### config.mk
export PLATFORM = sky130hd
export DESIGN_NAME = hcs_out_fifo
export DESIGN_NICKNAME = d
export VERILOG_FILES = /design/src/rtl/heightmap_cross_smoothing_pass_defines.svh /design/src/rtl/hcs_pkg.sv /design/src/rtl/hcs_out_fifo.sv
export SDC_FILE = /design/constraint.sdc
export NUM_CORES = 1
export LEC_CHECK = 0
export BUFFER_PORTS_ARGS = -buffer_cell sky130_fd_sc_hd__buf_2
export CORE_ASPECT_RATIO = 1.5
export CORE_MARGIN = 1
export CORE_UTILIZATION = 34
export DETAILED_ROUTE_END_ITERATION = 10
export GPL_ROUTABILITY_DRIVEN = 0
export HOLD_SLACK_MARGIN = 0.03
export PLACE_DENSITY_LB_ADDON = 0.12
export SLEW_MARGIN = 20
export SYNTH_ARGS = -nofsm -noshare
export SYNTH_HDL_FRONTEND = slang
export SYNTH_SLANG_ARGS = --single-unit
export TNS_END_PERCENT = 30
### constraint.sdc
create_clock -name clk -period 2.8 [get_ports clk]
set_input_delay 0.42 -clock clk [delete_from_list [all_inputs] [get_ports clk]]
set_output_delay 0.42 -clock clk [all_outputs]
set_load 0.03 [all_outputs]
### src/rtl/heightmap_cross_smoothing_pass_defines.svh
// Assertion helpers used by the RTL top module.
`ifndef HEIGHTMAP_CROSS_SMOOTHING_PASS_DEFINES_SVH
`define HEIGHTMAP_CROSS_SMOOTHING_PASS_DEFINES_SVH

// Same-cycle implication, disabled while reset is asserted.
`define HCS_ASSERT_NOW(LBL, CLK, RSTN, ANTE, CONS, MSG) \
  LBL: assert property (@(posedge CLK) disable iff (!(RSTN)) (ANTE) |-> (CONS)) \
    else $error(MSG);

// Next-cycle implication, disabled while reset is asserted.
`define HCS_ASSERT_NEXT(LBL, CLK, RSTN, ANTE, CONS, MSG) \
  LBL: assert property (@(posedge CLK) disable iff (!(RSTN)) (ANTE) |=> (CONS)) \
    else $error(MSG);

`endif

### src/rtl/hcs_pkg.sv
package hcs_pkg;

  localparam int SAMPLE_W   = 16;
  localparam int SUM_W      = SAMPLE_W + 3;
  localparam int MAP_W_BITS = 11;
  localparam int MAP_H_BITS = 13;
  localparam int ROW_BITS   = 12;
  localparam int MAX_ROWS   = 4096;

  localparam int CFG_IDX_W  = 2;
  localparam int CFG_DATA_W = 13;

  localparam logic [CFG_IDX_W-1:0] REG_MAP_WIDTH  = 2'd0;
  localparam logic [CFG_IDX_W-1:0] REG_MAP_HEIGHT = 2'd1;

  localparam int RESET_MAP_WIDTH  = 256;
  localparam int RESET_MAP_HEIGHT = 256;

  localparam int FIFO_DEPTH = 4;
  localparam int PTR_W      = 2;
  localparam int CNT_W      = 3;

  typedef logic [SAMPLE_W-1:0] sample_t;

  typedef struct packed {
    sample_t height_out;
    logic    last_of_run;
    logic    frame_end;
  } out_item_t;

  // Up to two results per accepted sample, a goes out before b.
  typedef struct packed {
    logic [1:0] n;
    out_item_t  a;
    out_item_t  b;
  } push_t;

endpackage

### src/rtl/hcs_out_fifo.sv
module hcs_out_fifo (
  input  logic               clk,
  input  logic               rst_n,
  input  hcs_pkg::push_t     push,
  output logic               can_push,
  output logic               out_valid,
  input  logic               out_ready,
  output hcs_pkg::out_item_t out_item
);
  import hcs_pkg::*;

  out_item_t        slot_r [FIFO_DEPTH];
  logic [PTR_W-1:0] wr_ptr_r, wr_ptr_nxt;
  logic [PTR_W-1:0] rd_ptr_r, rd_ptr_nxt;
  logic [CNT_W-1:0] cnt_r, cnt_nxt;
  logic             pop;

  assign pop        = (cnt_r != '0) && out_ready;
  assign wr_ptr_nxt = wr_ptr_r + PTR_W'(push.n);
  assign rd_ptr_nxt = rd_ptr_r + PTR_W'(pop);
  assign cnt_nxt    = cnt_r + CNT_W'(push.n) - CNT_W'(pop);

  always_ff @(posedge clk) begin
    if (push.n != 2'd0) begin
      slot_r[wr_ptr_r] <= push.a;
    end
    if (push.n == 2'd2) begin
      slot_r[wr_ptr_r + PTR_W'(1)] <= push.b;
    end
  end

  always_ff @(posedge clk) begin
    if (!rst_n) begin
      wr_ptr_r <= '0;
      rd_ptr_r <= '0;
      cnt_r    <= '0;
    end else begin
      wr_ptr_r <= wr_ptr_nxt;
      rd_ptr_r <= rd_ptr_nxt;
      cnt_r    <= cnt_nxt;
    end
  end

  // room for the worst case of two results from one sample
  assign can_push  = cnt_r <= CNT_W'(FIFO_DEPTH - 2);
  assign out_valid = cnt_r != '0;
  assign out_item  = slot_r[rd_ptr_r];

endmodule

==> flow_metrics.env, run 1 <==
export IMPL_p_switching_w=0.00105
export IMPL_drive_above_1_share_pct=62.0
export IMPL_p_per_area_nw_per_um2=773
export IMPL_hpwl_um=5330
export IMPL_finClkSkew_ns=0.00400
export IMPL_synthSimpleGateAreaFrac_pct=3.33
export IMPL_p_int_w=0.00266
export IMPL_pwr_share_seq_pct=40.6
export IMPL_die_y_um=135
export IMPL_hold_buffers=0
export IMPL_grt_overflow_total=0
export IMPL_regArea_um2=2300
export IMPL_critPathMaxFanout=21
export IMPL_drc=2
export IMPL_violations="design-rule violations"
export IMPL_netlist_area_um2=3980
export IMPL_seq_area_frac_synth_pct=57.8
export IMPL_synth_adder_area_share_pct=1.44
export IMPL_tightest_slew_ns=0.568
export IMPL_synth_compound_gate_area_share_pct=1.16
export IMPL_final_cell_mix="edfxtp_1, mux2_2, buf_2"
export IMPL_hold_path_class="in2reg"
export IMPL_ant_nets=0
export IMPL_worstReg2RegEnd="slot_r[2][13]"
export IMPL_cts_made_buffers=9
export IMPL_first_pass_iters=7
export IMPL_max_freq_mhz=451
export IMPL_via_per_inst=4.82
export IMPL_routed_wl_um=8310
export IMPL_critical_path_max_stage_delay_ns=0.58
export IMPL_grt_setup_unrepaired="no"
export IMPL_syn_nets=265
export IMPL_total_power_w=0.00371
export IMPL_rows=48
export IMPL_min_period_ns=2.22
export IMPL_final_common_cell="edfxtp_1"
export IMPL_grt_max_degree=22
export IMPL_areaGrowthSynthToFinish_pct=20.4
export IMPL_final_nets=333
export IMPL_ys_top_cells_by_area="edfxtp_1, mux2_2, mux4_2"
export IMPL_portBuffers=60
export IMPL_yosysUniqueCellTypes=32
export IMPL_cts_setup_buffers=0
export IMPL_synth_top_area_cell="edfxtp_1"
export IMPL_num_antenna_cells=0
export IMPL_p_leak_nw=1.75
export IMPL_worstHoldStart="rst_n"
export IMPL_fp_dieW_um=90.4
export IMPL_antenna_found_initial=0
export IMPL_synth_edf_count=72
export IMPL_crit_arrival_ns=1.80
export IMPL_yosys_area_top_type_share_pct=54.3
export IMPL_grt_usage_pct=15.1
export IMPL_startpoint_type="flop"
export IMPL_critical_path_cell_chain="buf_4 > mux4_2 > buf_2"
export IMPL_p_clk_share_pct=32.7
export IMPL_worst_path_max_delay_cell="mux4_2"
export IMPL_regToRegSetupSlack_ns=0.87
export IMPL_grt_pass1_wl_um=13300
export IMPL_finalSetupViolCount=0
export IMPL_synth_avg_cell_area_um2=18.1
export IMPL_cts_tree="yes"
export IMPL_clock_root_buffer="clkbuf_16"
export IMPL_slew_headroom_pct=62.1
export IMPL_cts_sinks=79
export IMPL_ctsResizeCount=0
export IMPL_ys_flop_type="edfxtp_1"
export IMPL_wire_per_inst_um=18.8
export IMPL_crit_required_ns=2.38
export IMPL_nFillCells=1045
export IMPL_multi_input_area_um2=1610
export IMPL_ys_async_sr_fraction_pct=0
export IMPL_cts_buffer_depth=2
export IMPL_clk_pin_slew_worst_paths_ns=0.06
export IMPL_yosys_warnings=0
export IMPL_ir_drop_mv=0.302
export IMPL_timing_final_crit_share_pct=79.2
export IMPL_drt_iter0_drc=60
export IMPL_synth_top_family_by_area="multiplexers"
export IMPL_status="finished, violations left"
export IMPL_synth_xor_area_share_pct=1.13
export IMPL_path_class="reg2out"
export IMPL_cap_viol_max_count=0
export IMPL_cp_end_kind="output pin"
export IMPL_io_pins=61
export IMPL_num_vias=2131
export IMPL_die_area_um2=12200
export IMPL_timing_final_max_slew_violations=0
export IMPL_r2r_cells=3
export IMPL_hold_viol=0
export IMPL_grt_pass1_vias=2298
export IMPL_start_util_pct=34.7
export IMPL_p_sw_share_pct=28.4
export IMPL_min_path_cells=2
export IMPL_combPwrFrac_pct=26.7
export IMPL_synth_mux_area_share_pct=32.5
export IMPL_clock_latency_ns=0.33
export IMPL_setup_tns_ns=0
export IMPL_synthCells=220
export IMPL_h_tree_depth=3
export IMPL_synth_seq_cells=79
export IMPL_hold_end="wr_ptr_r[1]"
export IMPL_design_core_area_um2=11500
export IMPL_r2r_start="wr_ptr_r[0]"
[how the worst max path moves through the flow]
stage / slack [ns] / cells past startpoint / startpoint / end
floorplan: 0.31 / 3 / push[36] / slot_r[0][0]
global placement: 0.81 / 4 / push[36] / slot_r[2][14]
detailed placement: 0.78 / 4 / push[36] / slot_r[2][3]
CTS: 0.51 / 3 / rd_ptr_r[0] / out_item[13]
global route: 0.47 / 3 / rd_ptr_r[0] / out_item[12]
finish: 0.58 / 3 / rd_ptr_r[0] / out_item[15]
[layout make-up]
| class | count | area share [%] |
|---|---|---|
| Clock inverter | 4 | 1.49 |
| Tap cell | 150 | 3.91 |
| Clock buffer | 11 | 4.85 |
| Sequential cell | 79 | 48.0 |
| Inverter | 3 | 0.235 |
| Timing Repair Buffer | 71 | 7.98 |
| Multi-Input combinational cell | 124 | 33.5 |
[routing by layer]
layer / vias to the layer above / track usage [%] / wire length (um)
li1: 1022 / - / -
met1: 1053 / 17.5 / 3390
met2: 48 / 27.1 / 4520
met3: 8 / 3.10 / 268
met4: 0 / 6.45 / 140
met5: - / 0 / 0
[registers in the layout, summed over array words and instances (netlist names)]
| signal | flops |
|---|---|
| cnt_r | 3 |
| rd_ptr_r | 2 |
| slot_r | 72 |
| wr_ptr_r | 2 |
[logic make-up (layout without fill, tap and decap cells)]
kind of cell / Yosys count / after routing
AOI/OAI and AO/OA: 6 / 6
xor gates and xnor gates: 2 / 2
adders and majority gates: 4 / 4
buffers and inverters: 17 / 89
DFF: 79 / 79
muxes: 94 / 94
and+or+nand+nor: 18 / 18
[synthesized netlist by cell type, types with 2 or more instances]
library cell,instances
and2_1,3
buf_2,6
buf_4,2
buf_6,2
clkbuf_1,2
dfxtp_1,7
edfxtp_1,72
ha_1,3
inv_1,3
mux2_2,62
mux2_4,10
mux2i_1,4
mux4_2,18
nand2_1,2
nand2b_1,2
nor2_1,2
nor2b_1,3
o31ai_1,2
xnor3_1,2
[power groups by stage]
stage / Sequential (W) / Clock (W) / Combinational, W
floorplan: 0.00151 / 0 / 0.000736
global placement: 0.00153 / 0 / 0.00100
detailed placement: 0.00153 / 0 / 0.00101
CTS: 0.00151 / 0.00125 / 0.00102
global route: 0.00152 / 0.00130 / 0.00108
finish: 0.00151 / 0.00121 / 0.000991
[critical path: cells and delay by family, from the launching register on]
kind,cells,cell delay [ns]
mux,1,0.58
flops,1,0.30
buf+inv,2,0.58
[through the flow]
stage	utilization, %	hold WS, ns	cells	worst slack (ns)	cell area, um^2
detailed placement	39.2	0.665	427	0.776	4490
global route	41.8	0.430	442	0.467	4800
finish	41.8	0.428	442	0.582	4800
global placement	39.2	0.655	427	0.805	4490
floorplan	-	0.542	220	0.312	3980
CTS	41.8	0.416	442	0.514	4800
Note: power is estimated with default switching activity, not from simulation.
==> run 2, diff against run 1 <==
Clock period 2.8 ns to 2.2 ns, I/O delays scaled along.
==> run 2 against run 1 <==
  * Die area unchanged
  * The run now ends clean
  * Sequential share of layout area shrank 0.17 points
  * Hold slack worse by 0.10 ns
  * Clock power rose by 7%
  * Cell count rose by 0.90%
  * Design area is 0.37% higher
  * Sequential power is 27% higher
  * Clock-buffer cell count up 1
  * Largest cell class unchanged
==> flow_metrics.env, run 2 (synthesis results as in run 1) <==
export IMPL_status="completed"
export IMPL_layout_cells_non_filler=446
export IMPL_cap_viol_max_count=0
export IMPL_h_tree_depth=3
export IMPL_grt_setup_unrepaired="no"
export IMPL_largest_register="slot_r"
export IMPL_crit_family="multiplexers"
export IMPL_critPathBufInv=2
export IMPL_tightest_slew_ns=0.651
export IMPL_portBuffers=60
export IMPL_cp_depth=3
export IMPL_fp_dieW_um=90.4
export IMPL_antenna_found_initial=0
export IMPL_clk_pin_slew_worst_paths_ns=0.05
export IMPL_slew_headroom_pct=56.6
export IMPL_r2r_cells=6
export IMPL_reg_largest_list="slot_r (72), cnt_r (3)"
export IMPL_timing_final_crit_share_pct=91.5
export IMPL_ir_drop_mv=0.411
export IMPL_cts_buffer_depth=2
export IMPL_crit_required_ns=1.87
export IMPL_p_leak_nw=1.76
export IMPL_endpoint="out_item[2]"
export IMPL_grt_usage_pct=15.3
export IMPL_critical_path_max_stage_delay_ns=0.56
export IMPL_drt_iter0_drc=93
export IMPL_hold_buffers=0
export IMPL_total_power_w=0.00450
export IMPL_worst_path_max_delay_cell="mux4_2"
export IMPL_worstReg2RegEnd="cnt_r[2]"
export IMPL_path_class="reg2out"
export IMPL_io_pins=61
export IMPL_clock_root_buffer="clkbuf_16"
export IMPL_crit_arrival_ns=1.68
export IMPL_design_core_area_um2=11500
export IMPL_final_cell_mix="edfxtp_1, mux2_2, buf_2"
export IMPL_grt_overflow_total=0
export IMPL_critPathMaxFanout=11
export IMPL_critical_path_cell_chain="buf_4 > mux4_2 > buf_2"
export IMPL_ctsResizeCount=0
export IMPL_min_period_ns=2.01
export IMPL_grt_pass1_vias=2401
export IMPL_start_util_pct=34.7
export IMPL_routed_wl_um=8590
export IMPL_p_per_area_nw_per_um2=935
export IMPL_num_vias=2172
export IMPL_drive_above_1_share_pct=62.5
export IMPL_cts_sinks=79
export IMPL_hpwl_um=5730
export IMPL_startpoint_type="flop"
export IMPL_final_nets=338
export IMPL_final_common_cell="edfxtp_1"
export IMPL_max_freq_mhz=497
export IMPL_num_antenna_cells=0
export IMPL_setup_tns_ns=0
export IMPL_die_y_um=135
export IMPL_cp_end_kind="output pin"
export IMPL_timing_final_max_slew_violations=0
export IMPL_drc=0
export IMPL_regToRegSetupSlack_ns=0.37
export IMPL_die_area_um2=12200
export IMPL_cp_startpoint="rd_ptr_r[0]"
export IMPL_r2r_start="cnt_r[0]"
export IMPL_wire_per_inst_um=19.3
export IMPL_grt_pass1_wl_um=13600
export IMPL_regArea_um2=2300
export IMPL_cts_tree="yes"
export IMPL_largest_register_ffs=72
export IMPL_cts_made_buffers=9
export IMPL_finalSetupViolCount=0
export IMPL_nFillCells=1057
export IMPL_areaGrowthSynthToFinish_pct=20.9
export IMPL_ant_nets=0
export IMPL_clock_latency_ns=0.33
export IMPL_hold_viol=0
export IMPL_grt_max_degree=21
export IMPL_finClkSkew_ns=0.00435
export IMPL_multi_input_area_um2=1610
export IMPL_cts_setup_buffers=0
export IMPL_dpl_cell_count=432
export IMPL_first_pass_iters=4
export IMPL_rows=48
export IMPL_via_per_inst=4.87
export IMPL_hold_path_class="in2reg"
## run 2: final cells by class
class                           count  share of cell area (%)
Multi-Input combinational cell    124                    33.4
Clock inverter                      2                   0.208
Timing Repair Buffer               76                    9.51
Tap cell                          150                    3.90
Sequential cell                    79                    47.8
Clock buffer                       12                    4.91
Inverter                            3                   0.234
## run 2: worst min path at each step
stage	startpoint	end	slack, ns	cells past startpoint
after floorplan	rst_n	cnt_r[0]	0.45	1
after global placement	rst_n	cnt_r[0]	0.67	2
after detailed placement	rst_n	cnt_r[0]	0.66	2
after CTS	rst_n	cnt_r[0]	0.32	2
after global routing	push[22]	slot_r[1][4]	0.33	2
final	rst_n	cnt_r[0]	0.33	2
## run 2: metal layers
| metal | up-vias | share of wire [%] | track usage [%] |
|---|---|---|---|
| li1 | 1033 | - | - |
| met1 | 1074 | 42 | 17.8 |
| met2 | 52 | 53 | 27.4 |
| met3 | 13 | 3.2 | 2.14 |
| met4 | 0 | 2.3 | 8.24 |
| met5 | - | 0 | 0 |
## run 2: power breakdown
group          switching, W  leakage, nW  total [W]  internal, W
logic              0.000715        0.906    0.00129     0.000577
registers         0.0000771        0.733    0.00192      0.00185
clock network      0.000539        0.122    0.00129     0.000748
## run 2: per-stage QoR
step / hold WS, ns / instance area (um^2) / util, % / setup slack (ns)
2_1_floorplan: 0.452 / 3990 / - / 0.283
3_3_place_gp: 0.665 / 4570 / 39.8 / 0.370
3_5_place_dp: 0.663 / 4570 / 39.8 / 0.356
4_1_cts: 0.316 / 4810 / 42.0 / 0.130
5_1_grt: 0.334 / 4810 / 42.0 / 0.104
6_report: 0.326 / 4810 / 42.0 / 0.188
==> run 3, diff against run 2 <==
Settings changed: REMOVE_ABC_BUFFERS set to 1.
==> run 3 against run 2 <==
  * Cell count increased by 1.3%
  * Power grew 1.9%
  * Non-clock buffer count increased by 4
  * Clock skew decreased by 0.0015 ns
  * Die area did not move
  * Highest routed layer unchanged
  * Flip-flop and latch count is the same
  * Combinational power about the same
  * Sequential power is essentially flat
  * Hold slack better by 0.0056 ns
  * Via count increased by 3.1%
  * Wire length increased by 3.6%
  * Sequential share of layout area down 0.29 points
==> flow_metrics.env, run 3 (synthesis results as in run 1) <==
export IMPL_timing_final_crit_share_pct=92.5
export IMPL_cp_end_kind="output pin"
export IMPL_slew_headroom_pct=35.1
export IMPL_status="completed"
export IMPL_wire_per_inst_um=19.7
export IMPL_crit_required_ns=1.87
export IMPL_p_sw_share_pct=29.4
export IMPL_cap_viol_max_count=0
export IMPL_io_pins=61
export IMPL_grt_usage_pct=15.5
export IMPL_clock_latency_ns=0.33
export IMPL_hpwl_um=6070
export IMPL_clock_root_buffer="clkbuf_16"
export IMPL_min_period_ns=2.04
export IMPL_finClkSkew_ns=0.00290
export IMPL_pwr_share_seq_pct=42.4
export IMPL_h_tree_depth=3
export IMPL_cts_buffer_depth=2
export IMPL_cts_made_buffers=9
export IMPL_fp_dieW_um=90.4
export IMPL_p_per_area_nw_per_um2=946
export IMPL_nFillCells=1070
export IMPL_routed_wl_um=8900
export IMPL_cts_sinks=79
export IMPL_p_clk_share_pct=29.2
export IMPL_grt_setup_unrepaired="no"
export IMPL_cts_tree="yes"
export IMPL_met3_length_um=299
export IMPL_max_freq_mhz=491
export IMPL_combPwrFrac_pct=28.4
export IMPL_largest_register_ffs=72
export IMPL_hold_path_class="in2reg"
export IMPL_p_switching_w=0.00135
export IMPL_via_per_inst=4.95
export IMPL_finalSetupViolCount=0
export IMPL_antenna_found_initial=0
export IMPL_die_area_um2=12200
export IMPL_ir_drop_mv=0.402
export IMPL_wl_met1_um=3520
export IMPL_drc=0
export IMPL_wl_met2_um=4850
export IMPL_hold_viol=0
export IMPL_grt_max_degree=21
export IMPL_tightest_slew_ns=0.974
export IMPL_rows=48
export IMPL_total_power_w=0.00459
export IMPL_crit_arrival_ns=1.71
export IMPL_top_layer_used="met4"
export IMPL_timing_final_max_slew_violations=0
export IMPL_grt_pass1_wl_um=13500
export IMPL_areaGrowthSynthToFinish_pct=21.8
export IMPL_final_common_cell="edfxtp_1"
export IMPL_die_y_um=135
export IMPL_hold_buffers=0
export IMPL_design_core_area_um2=11500
export IMPL_place_ws_ns=0.171
export IMPL_critPathMaxFanout=7
export IMPL_first_pass_iters=4
export IMPL_grt_pass1_vias=2379
export IMPL_clk_pin_slew_worst_paths_ns=0.06
export IMPL_p_int_w=0.00324
export IMPL_path_class="reg2out"
export IMPL_setup_slack_ns=0.165
export IMPL_drt_iter0_drc=73
export IMPL_grt_overflow_total=0
export IMPL_final_cell_mix="edfxtp_1, mux2_2, buf_2"
export IMPL_largest_register="slot_r"
export IMPL_drive_above_1_share_pct=62.9
export IMPL_ant_nets=0
export IMPL_p_leak_nw=1.79
export IMPL_final_nets=342
export IMPL_portBuffers=60
export IMPL_startpoint_type="flop"
export IMPL_num_vias=2239
export IMPL_reg_largest_list="slot_r (72), cnt_r (3)"
export IMPL_num_antenna_cells=0
export IMPL_start_util_pct=34.7
[run 3: cell types whose count changed in the layout (fill, tap and decap cells not counted)]
| cell | previous run | this run |
|---|---|---|
| clkbuf_1 | 3 | 5 |
| buf_4 | 13 | 18 |
| clkbuf_8 | 0 | 1 |
| dfxtp_1 | 7 | 6 |
| buf_12 | 3 | 2 |
| dfxtp_4 | 0 | 1 |
| clkinv_2 | 2 | 1 |
[run 3: worst paths after layout]
path | start | to | slack [ns] | cells past startpoint
max | rd_ptr_r[0] | out_item[11] | 0.16 | 3
min | rst_n | wr_ptr_r[1] | 0.33 | 2
max reg2reg | wr_ptr_r[0] | slot_r[2][10] | 0.28 | 3
min reg2reg | cnt_r[1] | rd_ptr_r[0] | 0.68 | 2
[run 3: critical path, stage by stage (launching register included)]
cell     delay [ns]
dfxtp_4        0.44
buf_4          0.22
mux4_2         0.52
buf_2          0.19
[run 3: area by class of cell]
class	instances	area (um^2)	share of cell area, %
Sequential cell	79	2310	47.5
Tap cell	150	188	3.87
Multi-Input combinational cell	124	1610	33.2
Clock inverter	1	5.00	0.103
Inverter	3	11.3	0.232
Clock buffer	15	258	5.31
Timing Repair Buffer	80	475	9.80
[run 3: timing repair]
action	CTS	global route
gates resized for setup	0	1
setup endpoints to repair	0	3
setup buffers	0	0
[run 3: routing by layer]
layer | up-vias | GRT usage [%]
met3 | 13 | 2.59
met2 | 54 | 28.5
met1 | 1134 | 17.2
li1 | 1038 | -
met4 | 0 | 8.24
met5 | - | 0
[run 3: power by group through the flow]
stage	clock network (W)	logic [W]	registers, W
5_1_grt	0.00142	0.00140	0.00197
6_report	0.00134	0.00130	0.00195
3_5_place_dp	0	0.00133	0.00198
2_1_floorplan	0	0.000841	0.00199
4_1_cts	0.00138	0.00133	0.00195
3_3_place_gp	0	0.00133	0.00198
[run 3: metrics by stage]
step	cell area, um^2	hold WS [ns]	util [%]	instances	setup TNS (ns)
3_3_place_gp	4590	0.665	40.0	436	0
2_1_floorplan	3890	0.452	-	206	-14.91
6_report	4850	0.332	42.3	452	0
5_1_grt	4850	0.336	42.3	452	0
4_1_cts	4850	0.317	42.3	452	0
3_5_place_dp	4590	0.672	40.0	436	0
